## src/rtl/iar_pkg.sv

```systemverilog
// Shared types, register codes and a helper function for the interface adapter register block.
package iar_pkg;

    localparam int IN_DATA_W  = 40;
    localparam int IN_USER_W  = 2;
    localparam int OUT_DATA_W = 24;
    localparam int ITEM_W     = 38;
    localparam int RESULT_W   = 19;

    typedef enum logic [1:0] {
        CMD_READ  = 2'd0,
        CMD_WRITE = 2'd1,
        CMD_TIMER = 2'd2,
        CMD_NONE  = 2'd3
    } t_cmd;

    localparam logic [3:0] REG_ORB  = 4'h0;
    localparam logic [3:0] REG_ORA  = 4'h1;
    localparam logic [3:0] REG_DDRB = 4'h2;
    localparam logic [3:0] REG_DDRA = 4'h3;
    localparam logic [3:0] REG_T1CL = 4'h4;
    localparam logic [3:0] REG_T1CH = 4'h5;
    localparam logic [3:0] REG_T1LL = 4'h6;
    localparam logic [3:0] REG_T1LH = 4'h7;
    localparam logic [3:0] REG_PCR  = 4'hC;
    localparam logic [3:0] REG_IFR  = 4'hD;
    localparam logic [3:0] REG_IER  = 4'hE;
    localparam logic [3:0] REG_ORA2 = 4'hF;

    localparam logic [7:0] DECODE_PAGE = 8'h03;
    localparam logic [7:0] PORTB_IDLE  = 8'hB0;
    localparam logic [7:0] FLAG_MASK   = 8'h7F;
    localparam logic [7:0] KEY_HIT     = 8'h08;
    localparam logic [7:0] T1_FLAG     = 8'h40;
    localparam logic [7:0] ANY_FLAG    = 8'h80;
    localparam logic [7:0] MOD_COLUMN  = 8'h10;
    localparam logic [3:0] PSG_KEY_REG = 4'd14;
    localparam logic [2:0] SHIFT_ROW   = 3'd4;
    localparam logic [2:0] CTRL_ROW    = 3'd2;

    // The first field sits in the highest bits.
    typedef struct packed {
        logic       ctrl_held;
        logic       key_needs_shift;
        logic [7:0] key_columns;
        logic [2:0] key_row;
        logic       key_pressed;
        logic [7:0] write_data;
        logic [15:0] address;
    } t_item;

    typedef struct packed {
        logic [7:0] psg_byte;
        logic       psg_data_strobe;
        logic       psg_index_strobe;
        logic       irq_pulse;
        logic [7:0] read_data;
    } t_result;

    // Clears the masked flags and recomputes the summary bit.
    function automatic logic [7:0] flags_clear(input logic [7:0] flags,
                                               input logic [7:0] mask,
                                               input logic [6:0] enables);
        logic [7:0] f;
        f = flags & ~mask & FLAG_MASK;
        if (|(f[6:0] & enables)) begin
            f = f | ANY_FLAG;
        end
        return f;
    endfunction

endpackage

```

## src/rtl/iar_core.sv

```systemverilog
// Register state and single-pass access decode of the interface adapter.
module iar_core
    import iar_pkg::*;
(
    input  logic    i_clk,
    input  logic    i_rst_n,
    input  logic    i_step,
    input  t_cmd    i_cmd,
    input  t_item   i_item,
    output t_result o_result
);

    logic [7:0]  r_ora, r_orb, r_ddra, r_ddrb, r_pcr, r_flags, r_cols;
    logic [6:0]  r_en;
    logic [15:0] r_latch, r_count;
    logic [3:0]  r_psg;
    logic [2:0]  r_row;
    logic        r_motor;

    logic [7:0]  n_ora, n_orb, n_ddra, n_ddrb, n_pcr, n_flags, n_cols;
    logic [6:0]  n_en;
    logic [15:0] n_latch, n_count;
    logic [3:0]  n_psg;
    logic [2:0]  n_row;
    logic        n_motor;

    t_result     res;
    logic        page_hit;
    logic [3:0]  sel;
    logic [7:0]  wd;
    logic        key_hit;
    logic [7:0]  portb_in;
    logic [6:0]  en_new;
    logic [7:0]  t1_set;

    always_comb begin
        n_ora   = r_ora;
        n_orb   = r_orb;
        n_ddra  = r_ddra;
        n_ddrb  = r_ddrb;
        n_pcr   = r_pcr;
        n_flags = r_flags;
        n_cols  = r_cols;
        n_en    = r_en;
        n_latch = r_latch;
        n_count = r_count;
        n_psg   = r_psg;
        n_row   = r_row;
        n_motor = r_motor;
        res     = '0;

        page_hit = (i_item.address[15:8] == DECODE_PAGE);
        sel      = i_item.address[3:0];
        wd       = i_item.write_data;

        key_hit = i_item.key_pressed &&
                  (((r_row == i_item.key_row) && (|(r_cols & i_item.key_columns))) ||
                   (i_item.key_needs_shift && (r_row == SHIFT_ROW) &&
                    (|(r_cols & MOD_COLUMN))) ||
                   (i_item.ctrl_held && (r_row == CTRL_ROW) && (|(r_cols & MOD_COLUMN))));
        portb_in = PORTB_IDLE | {1'b0, r_motor, 6'b0} | {5'b0, r_row} |
                   (key_hit ? KEY_HIT : 8'h00);
        en_new   = wd[7] ? (r_en | wd[6:0]) : (r_en & ~wd[6:0]);
        t1_set   = r_flags | T1_FLAG;

        if (i_step && page_hit) begin
            unique case (i_cmd)
                CMD_READ: begin
                    case (sel)
                        REG_ORB:  res.read_data = (r_orb & r_ddrb) | (portb_in & ~r_ddrb);
                        REG_ORA, REG_ORA2: res.read_data = (r_ora & r_ddra) | ~r_ddra;
                        REG_DDRB: res.read_data = r_ddrb;
                        REG_DDRA: res.read_data = r_ddra;
                        REG_T1CL: begin
                            res.read_data = r_count[7:0];
                            n_flags       = flags_clear(r_flags, T1_FLAG, r_en);
                        end
                        REG_T1CH: res.read_data = r_count[15:8];
                        REG_T1LL: res.read_data = r_latch[7:0];
                        REG_T1LH: res.read_data = r_latch[15:8];
                        REG_PCR:  res.read_data = r_pcr;
                        REG_IFR:  res.read_data = r_flags;
                        REG_IER:  res.read_data = {1'b1, r_en};
                        default:  res.read_data = 8'h00;
                    endcase
                end
                CMD_WRITE: begin
                    case (sel)
                        REG_ORB: begin
                            n_row   = wd[2:0];
                            n_motor = wd[6];
                            n_orb   = wd;
                        end
                        REG_ORA, REG_ORA2: n_ora = wd;
                        REG_DDRB: n_ddrb = wd;
                        REG_DDRA: n_ddra = wd;
                        REG_T1CL, REG_T1LL: n_latch = {r_latch[15:8], wd};
                        REG_T1CH: begin
                            n_latch = {wd, r_latch[7:0]};
                            n_count = {wd, r_latch[7:0]};
                            n_flags = flags_clear(r_flags, T1_FLAG, r_en);
                        end
                        REG_T1LH: begin
                            n_latch = {wd, r_latch[7:0]};
                            n_flags = flags_clear(r_flags, T1_FLAG, r_en);
                        end
                        REG_PCR: begin
                            n_pcr = wd;
                            if (wd[2]) begin
                                res.psg_byte = r_ora;
                                if (wd[1]) begin
                                    res.psg_index_strobe = 1'b1;
                                    n_psg = r_ora[3:0];
                                end else begin
                                    res.psg_data_strobe = 1'b1;
                                    if (r_psg == PSG_KEY_REG) begin
                                        n_cols = ~r_ora;
                                    end
                                end
                            end
                        end
                        REG_IFR: n_flags = flags_clear(r_flags,
                                                       wd[7] ? FLAG_MASK : wd, r_en);
                        REG_IER: begin
                            n_en = en_new;
                            if (r_flags[7]) begin
                                if (!(|(r_flags[6:0] & en_new))) begin
                                    n_flags = r_flags & FLAG_MASK;
                                end
                            end else if (|(r_flags[6:0] & en_new)) begin
                                n_flags       = r_flags | ANY_FLAG;
                                res.irq_pulse = 1'b1;
                            end
                        end
                        default: ;
                    endcase
                end
                default: ;
            endcase
        end

        if (i_step && (i_cmd == CMD_TIMER)) begin
            n_flags = (|(t1_set[6:0] & r_en)) ? (t1_set | ANY_FLAG) : t1_set;
        end
    end

    always_ff @(posedge i_clk) begin
        if (!i_rst_n) begin
            r_ora   <= '0;
            r_orb   <= '0;
            r_ddra  <= '0;
            r_ddrb  <= '0;
            r_pcr   <= '0;
            r_flags <= '0;
            r_cols  <= '0;
            r_en    <= '0;
            r_latch <= '0;
            r_count <= '0;
            r_psg   <= '0;
            r_row   <= '0;
            r_motor <= 1'b0;
        end else begin
            r_ora   <= n_ora;
            r_orb   <= n_orb;
            r_ddra  <= n_ddra;
            r_ddrb  <= n_ddrb;
            r_pcr   <= n_pcr;
            r_flags <= n_flags;
            r_cols  <= n_cols;
            r_en    <= n_en;
            r_latch <= n_latch;
            r_count <= n_count;
            r_psg   <= n_psg;
            r_row   <= n_row;
            r_motor <= n_motor;
        end
    end

    assign o_result = res;

    a_any_flag: assert property (@(posedge i_clk) disable iff (!i_rst_n)
        r_flags[7] == (|(r_flags[6:0] & r_en)))
        else $error("Summary interrupt flag disagrees with pending enabled flags.");

    a_strobe_excl: assert property (@(posedge i_clk) disable iff (!i_rst_n)
        !(res.psg_index_strobe && res.psg_data_strobe))
        else $error("Both sound chip strobes are active.");

    a_psg_byte: assert property (@(posedge i_clk) disable iff (!i_rst_n)
        !(res.psg_index_strobe || res.psg_data_strobe) |-> (res.psg_byte == 8'h00))
        else $error("Sound chip byte is driven without a strobe.");

    a_irq_pend: assert property (@(posedge i_clk) disable iff (!i_rst_n)
        (i_step && res.irq_pulse) |=> r_flags[7])
        else $error("Interrupt pulse without a pending interrupt afterwards.");

endmodule

```

## src/rtl/interface_adapter_registers_top.sv

```systemverilog
// Top level of the interface adapter register block with stream handshakes.
// Throughput: one item per cycle unless i_m_tready stalls the output; an input
// register and an output register hold one item each, and all register work
// happens in one pass between them.
// Reset: i_rst_n is synchronous and active low; it empties both stages and
// clears every adapter register to zero.
module interface_adapter_registers_top
    import iar_pkg::*;
(
    input  logic                  i_clk,
    input  logic                  i_rst_n,
    input  logic                  i_s_tvalid,
    output logic                  o_s_tready,
    // address, write_data, key_pressed, key_row, key_columns, key_needs_shift, ctrl_held
    input  logic [IN_DATA_W-1:0]  i_s_tdata,
    // cmd
    input  logic [IN_USER_W-1:0]  i_s_tuser,
    output logic                  o_m_tvalid,
    input  logic                  i_m_tready,
    // read_data, irq_pulse, psg_index_strobe, psg_data_strobe, psg_byte
    output logic [OUT_DATA_W-1:0] o_m_tdata
);

    logic    r_in_valid;
    t_cmd    r_in_cmd;
    t_item   r_in_item;
    logic    r_out_valid;
    t_result r_out;

    logic    advance;
    logic    step;
    t_result result;

    assign advance    = !r_out_valid || i_m_tready;
    assign o_s_tready = !r_in_valid || advance;
    assign step       = r_in_valid && advance;

    iar_core u_core (
        .i_clk    (i_clk),
        .i_rst_n  (i_rst_n),
        .i_step   (step),
        .i_cmd    (r_in_cmd),
        .i_item   (r_in_item),
        .o_result (result)
    );

    always_ff @(posedge i_clk) begin
        if (!i_rst_n) begin
            r_in_valid  <= 1'b0;
            r_out_valid <= 1'b0;
        end else begin
            if (o_s_tready) begin
                r_in_valid <= i_s_tvalid;
            end
            if (advance) begin
                r_out_valid <= r_in_valid;
            end
        end
        if (o_s_tready && i_s_tvalid) begin
            r_in_cmd  <= t_cmd'(i_s_tuser);
            r_in_item <= t_item'(i_s_tdata[ITEM_W-1:0]);
        end
        if (step) begin
            r_out <= result;
        end
    end

    assign o_m_tvalid = r_out_valid;
    assign o_m_tdata  = {{(OUT_DATA_W-RESULT_W){1'b0}}, r_out};

endmodule

```

## config.mk

```make
export PLATFORM = sky130hd
export DESIGN_NAME = interface_adapter_registers_top
export DESIGN_NICKNAME = d
export VERILOG_FILES = /design/src/rtl/iar_pkg.sv /design/src/rtl/iar_core.sv /design/src/rtl/interface_adapter_registers_top.sv
export SDC_FILE = /design/constraint.sdc
export NUM_CORES = 1
export LEC_CHECK = 0
export BUFFER_PORTS_ARGS = -buffer_cell sky130_fd_sc_hd__buf_2
export CAP_MARGIN = 25
export CORE_MARGIN = 8
export CORE_UTILIZATION = 53
export CTS_CLUSTER_DIAMETER = 60
export DETAILED_ROUTE_END_ITERATION = 6
export PLACE_DENSITY_LB_ADDON = 0.25
export SYNTH_ARGS = -nofsm -noshare
export SYNTH_HDL_FRONTEND = slang
export SYNTH_SLANG_ARGS = --single-unit
```

## constraint.sdc

```tcl
create_clock -name i_clk -period 2.6 [get_ports i_clk]
set_clock_uncertainty 0.1 [all_clocks]
set_input_delay 0.52 -clock i_clk [delete_from_list [all_inputs] [get_ports i_clk]]
set_output_delay 0.52 -clock i_clk [all_outputs]
set_load 0.02 [all_outputs]
```

# Word level (Yosys, flattened, before mapping)
# Index checks and enable logic that the tools add are counted.
# Widths: inputs -> output; s select.
word_totals:
  register_bits: 164
  input_bits: 46
classes:
  n_eq_ne: 26
  muxes: 17
  bitwise_logic: 27
  reduce_logical: 46
op_table:
  columns: ["operator", "count"]
  rows:
  - ["$pmux 8 s11", 1]
  - ["$mux 8", 7]
  - ["$and 7x7->7", 5]
  - ["$and 8x8->8", 4]
  - ["$pmux 16 s2", 1]
  - ["$reduce_or 7->1", 4]
  - ["$not 8->8", 3]
  - ["$or 8x8->8", 3]
  - ["$pmux 8 s3", 1]
  - ["$reduce_and 3->1", 7]
  - ["$eq 4x4->1 const B", 5]
  - ["$eq 4x3->1 const B", 4]
  - ["$pmux 8 s2", 1]
  - ["$reduce_and 5->1", 3]
  - ["$mux 7", 2]
  - ["$not 7->7", 2]
  - ["$reduce_and 4->1", 3]
  - ["$reduce_and 6->1", 2]
  - ["$logic_and 1x1->1", 10]
  - ["$eq 4x2->1 const B", 2]
  - ["$eq 8x2->1 const B", 1]
  - ["$or 8x3->8", 1]
  - ["$reduce_or 8->1", 1]
  - ["$and 6x7->7", 1]
  - ["other kinds (26)", 42]

# Depth between registers and ports, before layout
logic_depth:
  ltp_word: 11
  ltp_mapped: 9
  depth_no_buf: 6

# Modules after synthesis
# A second synthesis with hierarchy kept.
hier_totals:
  cells_unflattened: 735
  hier_area_um2: 7038.0
modules_own_cells:
  columns: ["module", "n_inst", "cells_each", "area_each_um2", "seq_area_each_um2"]
  rows:
  - ["iar_core", 1, 661, 5121.2, 1981.9]
  - ["interface_adapter_registers_top", 1, 74, 1916.8, 1811.7]

# Worst setup path before layout
# OpenSTA, ideal clock, no wires.
synth_timing:
  kind: "input to register"
  startpoint: "in i_m_tready"
  endpoint: "reg u_core.r_count[0]"
  arrival_time_ns: 2.340
  required_ns: 2.378
  setup_slack_ns: 0.038
  path_stages: 9
  n_path_buf: 3
  cell_sequence: "nand2b_1 > nand2_1 > or4_2 > buf_4 > or2_2 > clkbuf_1 > buf_2 > nand2_1 > a21boi_0"
synth_via:
  elab_chain_cells: 4
synth_rtl:
  columns: ["element", "line", "text"]
  rows:
  - ["start: declaration", "interface_adapter_registers_top.sv:19", "input logic i_m_tready,"]
  - ["$logic_or 1x1->1", "interface_adapter_registers_top.sv:34", "assign advance = !r_out_valid || i_m_tready;"]
  - ["$logic_and 1x1->1", "interface_adapter_registers_top.sv:36", "assign step = r_in_valid && advance;"]
  - ["$logic_and 1x1->1", "iar_core.sv:66", "if (i_step && page_hit) begin"]
  - ["$reduce_and 3->1 (no source line)", null, null]
  - ["end signal: assignment", "iar_core.sv:172", "r_count <= n_count;"]
  - ["end: declaration", "iar_core.sv:15", "logic [15:0] r_latch, r_count;"]
# No other way between the ends.
# A chain may end at the register's enable or synchronous reset.

# Final worst setup path
layout_timing:
  startpoint: "reg r_in_item[13] in the netlist's numbering"
  endpoint: "reg u_core.r_cols[2]"
layout_via:
  elab_chain_cells: 3
layout_rtl:
  columns: ["element", "line", "text"]
  rows:
  - ["start: declaration", "interface_adapter_registers_top.sv:26", "t_item r_in_item;"]
  - ["start signal: assignment", "interface_adapter_registers_top.sv:61", "r_in_item <= t_item'(i_s_tdata[ITEM_W-1:0]);"]
  - ["$eq 8x2->1", "iar_core.sv:52", "page_hit = (i_item.address[15:8] == DECODE_PAGE);"]
  - ["$logic_and 1x1->1", "iar_core.sv:66", null]
  - ["$reduce_and 6->1 (no source line)", null, null]
  - ["end signal: assignment", "iar_core.sv:169", "r_cols <= n_cols;"]
  - ["end: declaration", "iar_core.sv:13", "logic [7:0] r_ora, r_orb, r_ddra, r_ddrb, r_pcr, r_flags, r_cols;"]
# No other way between the ends.

==> reports/metrics.cfg <==
[floorplanning]
die_width_microns=131
initial_utilization_pct=53.5
coreArea_sq_um=13100
io_pins=72
std_cell_rows=42
die_h_microns=131
die_area_sq_um=17100

[critical_path]
r2r_cells=6
endpoint_kind=flip-flop
crit_required_ps=2810
critPathMaxFanout=8
ff2ff_setup_slack_ps=110
slowest_delay_ps=740
setup.worst_path.start=r_in_item[13]
cp-start-kind=flip-flop
worstSetupPathType=flip-flop to flip-flop
critPathCapture=u_core.r_cols[2]
crit_slowest_cell=or4_2
r2r_end=u_core.r_cols[2]
crit_chain=nor4_2, nand4_2, or3_4, or4_2, nand2_1, a21boi_0
arrival_ps=2700
r2r_start=r_in_item[13]

[place]
dp_cells=898
hpwl_mm=12.2
place_area_sq_um=7610
gp_congestion=0.935
pre_cts_ws_ps=-4.19
numPortBuffers=60

[yosys]
yosysTopAreaCell=dfxtp_1
ys_seq_area_share_pct=52.5
yosys.area.top_type_share_pct=28.9
synth_seq_cells=156
async_flop_share_pct=0
yosysUniqueCellTypes=57
yosysWarnings=0
syn_area_per_cell_sq_um=10.4
netlist_instances=671
synthFlopType=dfxtp_1
synthTopCellsByArea=dfxtp_1 (29%), edfxtp_1 (24%), mux2i_1 (10%), nor2b_1 (6.1%), nand2_1 (4.4%)
synth_edf_count=55
syn-cell-area_sq_um=7000

[detailed_routing]
wl_mm=17.8
ant_nets=0
via_per_inst=5.69
drt_first_pass_iters=5
drtIter0Drc=551
dr_total_vias=5299
wl_per_cell_microns=19.1
drc_errors=0

[run_status]
outcome=finished clean

[clocking]
clk_latency_ps=420
path_clk_slew_ps=60
cts_tree=yes
numCtsBuffers=17
htree_levels=4
cts_hold_buf=0
post_cts_buffers=0
root_buffer=clkbuf_16
clkSinkCount=156
clockBufferDepth=2

[layout]
finalNonFillerCells=931
syn2layout_area_growth_pct=18.6
design_area_sq_um=8310
diodes=0
fin_nets=788
final_util_pct=63.5
drive_above_1_share_pct=20.0

[worst_hold_path]
hp-class=primary input to flip-flop

[sta]
setup_violations=0
finalWorstSetupSlack_ps=110
hold_violations=0
fin_crit_ps=2490
max_freq_mhz=402
finalMaxSlewViolations=0
finalCritPeriodShare_pct=95.8
relSlewSlack_pct=49.3
worst_pin_slew_ps=761

[global_routing]
grt_pass1_vias=5065
grt_pass1_wl_mm=27.3
grt-ovfl-total=0
grt_max_degree=55
grt_usage_pct=21.2
antenna_found_initial=0

[power_and_ir_drop]
power.total_mw=5.68
power_density_nw_per_um2=684
peakVddDrop_uv=560
p_leak_nw=2.87

[job]
drv_cap=0

==> state kept, by name, indices dropped and copies added (netlist names), 2 cells and up <==
signal,count
u_core.r_ora,8
u_core.r_pcr,8
u_core.r_ddrb,8
r_in_item,34
u_core.r_ddra,8
u_core.r_flags,8
u_core.r_orb,6
u_core.r_cols,8
u_core.r_latch,16
u_core.r_row,2
u_core.r_psg,4
u_core.r_en,7
u_core.r_count,16
o_m_tdata,19
r_in_cmd,2
==> through the flow <==
stage,TNS [ps],hold WS [ps]
finish,0,165
global route,-13.0,150
detailed placement,-5.02,355
floorplan,0,335
CTS,0,149
global placement,0,348
==> critical path: cells and delay by family (launching register included) <==
kind / cells / cell delay, ps
simple gates: 5 / 1820
compound gates: 1 / 80
flops: 1 / 370
==> layout make-up <==
class / count / area, sq um
fillers: 1021 / 4780
flip-flops and latches: 156 / 3670
multi-input cells: 461 / 3080
repair buffers: 97 / 628
clock buffers: 21 / 472
well taps: 176 / 220
clock inverters: 11 / 204
inverters: 9 / 33.8
==> cell usage in the layout, fill, tap and decap left out, drive strengths merged, types with 5 or more instances in the layout <==
cell type	n
and2	11
nor4	5
a21oi	11
a22oi	17
nand3	11
conb	5
clkbuf	21
nor2b	68
bufinv	5
nor3	6
o21ai	27
a21boi	31
nand2	82
or2	9
a31oi	8
mux2i	71
a221oi	6
nand2b	11
buf	97
dfxtp	101
inv	12
mux2	10
and3	9
edfxtp	55
nor2	16
==> Yosys cell counts, drive strengths merged, types with 3 or more instances <==
cell type / instances
mux2i: 71
nor4: 5
a22oi: 17
dfxtp: 101
nand3: 11
nor3b: 4
a221oi: 6
nand2: 82
a21boi: 31
nand3b: 4
inv: 9
nand4: 3
and2: 11
nor2b: 68
or2: 9
nand2b: 11
clkbuf: 30
o21ai: 27
buf: 20
o22ai: 4
nor2: 16
and3: 9
a21oi: 11
or3: 4
xor2: 3
mux2: 10
edfxtp: 55
nor3: 6
a31oi: 8
and2b: 4
==> where the power goes <==
| part | total [mW] | leakage, nW | switching [mW] | internal (mW) |
|---|---|---|---|---|
| combinational | 0.257 | 1.22 | 0.156 | 0.101 |
| sequential | 2.62 | 1.33 | 0.0458 | 2.58 |
| clock | 2.80 | 0.326 | 1.00 | 1.80 |
| total | 5.68 | 2.87 | 1.20 | 4.48 |
==> cell families (layout without fill, tap and decap cells) <==
group / Yosys count / count (layout) / synth area share, %
flops: 156 / 156 / 52.5
compound gates: 118 / 118 / 11.4
buf+inv: 59 / 138 / 4.16
other cells: 1 / 5 / 0.0535
simple gates: 253 / 254 / 19.8
xor+xnor: 3 / 3 / 0.375
mux: 81 / 81 / 11.8
==> worst min path at each step <==
stage,startpoint,endpoint,cells past startpoint
after floorplan,u_core.r_cols[7],u_core.r_cols[7],2
after global placement,u_core.r_count[5],u_core.r_count[5],2
after detailed placement,u_core.r_cols[7],u_core.r_cols[7],2
after CTS,i_s_tdata[17],r_in_item[17],1
after global routing,i_s_tdata[17],r_in_item[17],1
final,i_s_tdata[36],r_in_item[36],1
==> metal layers <==
| layer | vias up | GRT usage, % | wire length (microns) |
|---|---|---|---|
| met2 | 240 | 32.9 | 8280 |
| met1 | 2517 | 28.1 | 7770 |
| li1 | 2512 | - | - |
| met4 | 0 | 8.58 | 331 |
| met3 | 30 | 4.79 | 1380 |
| met5 | - | 0 | 0 |
==> repair_timing <==
item | 4_1_cts | 5_1_grt
resized for setup | 0 | 2
hold endpoints to repair | 0 | 0
endpoints found under the setup margin | 0 | 4
No activity file was read; power rests on OpenSTA's default activity.
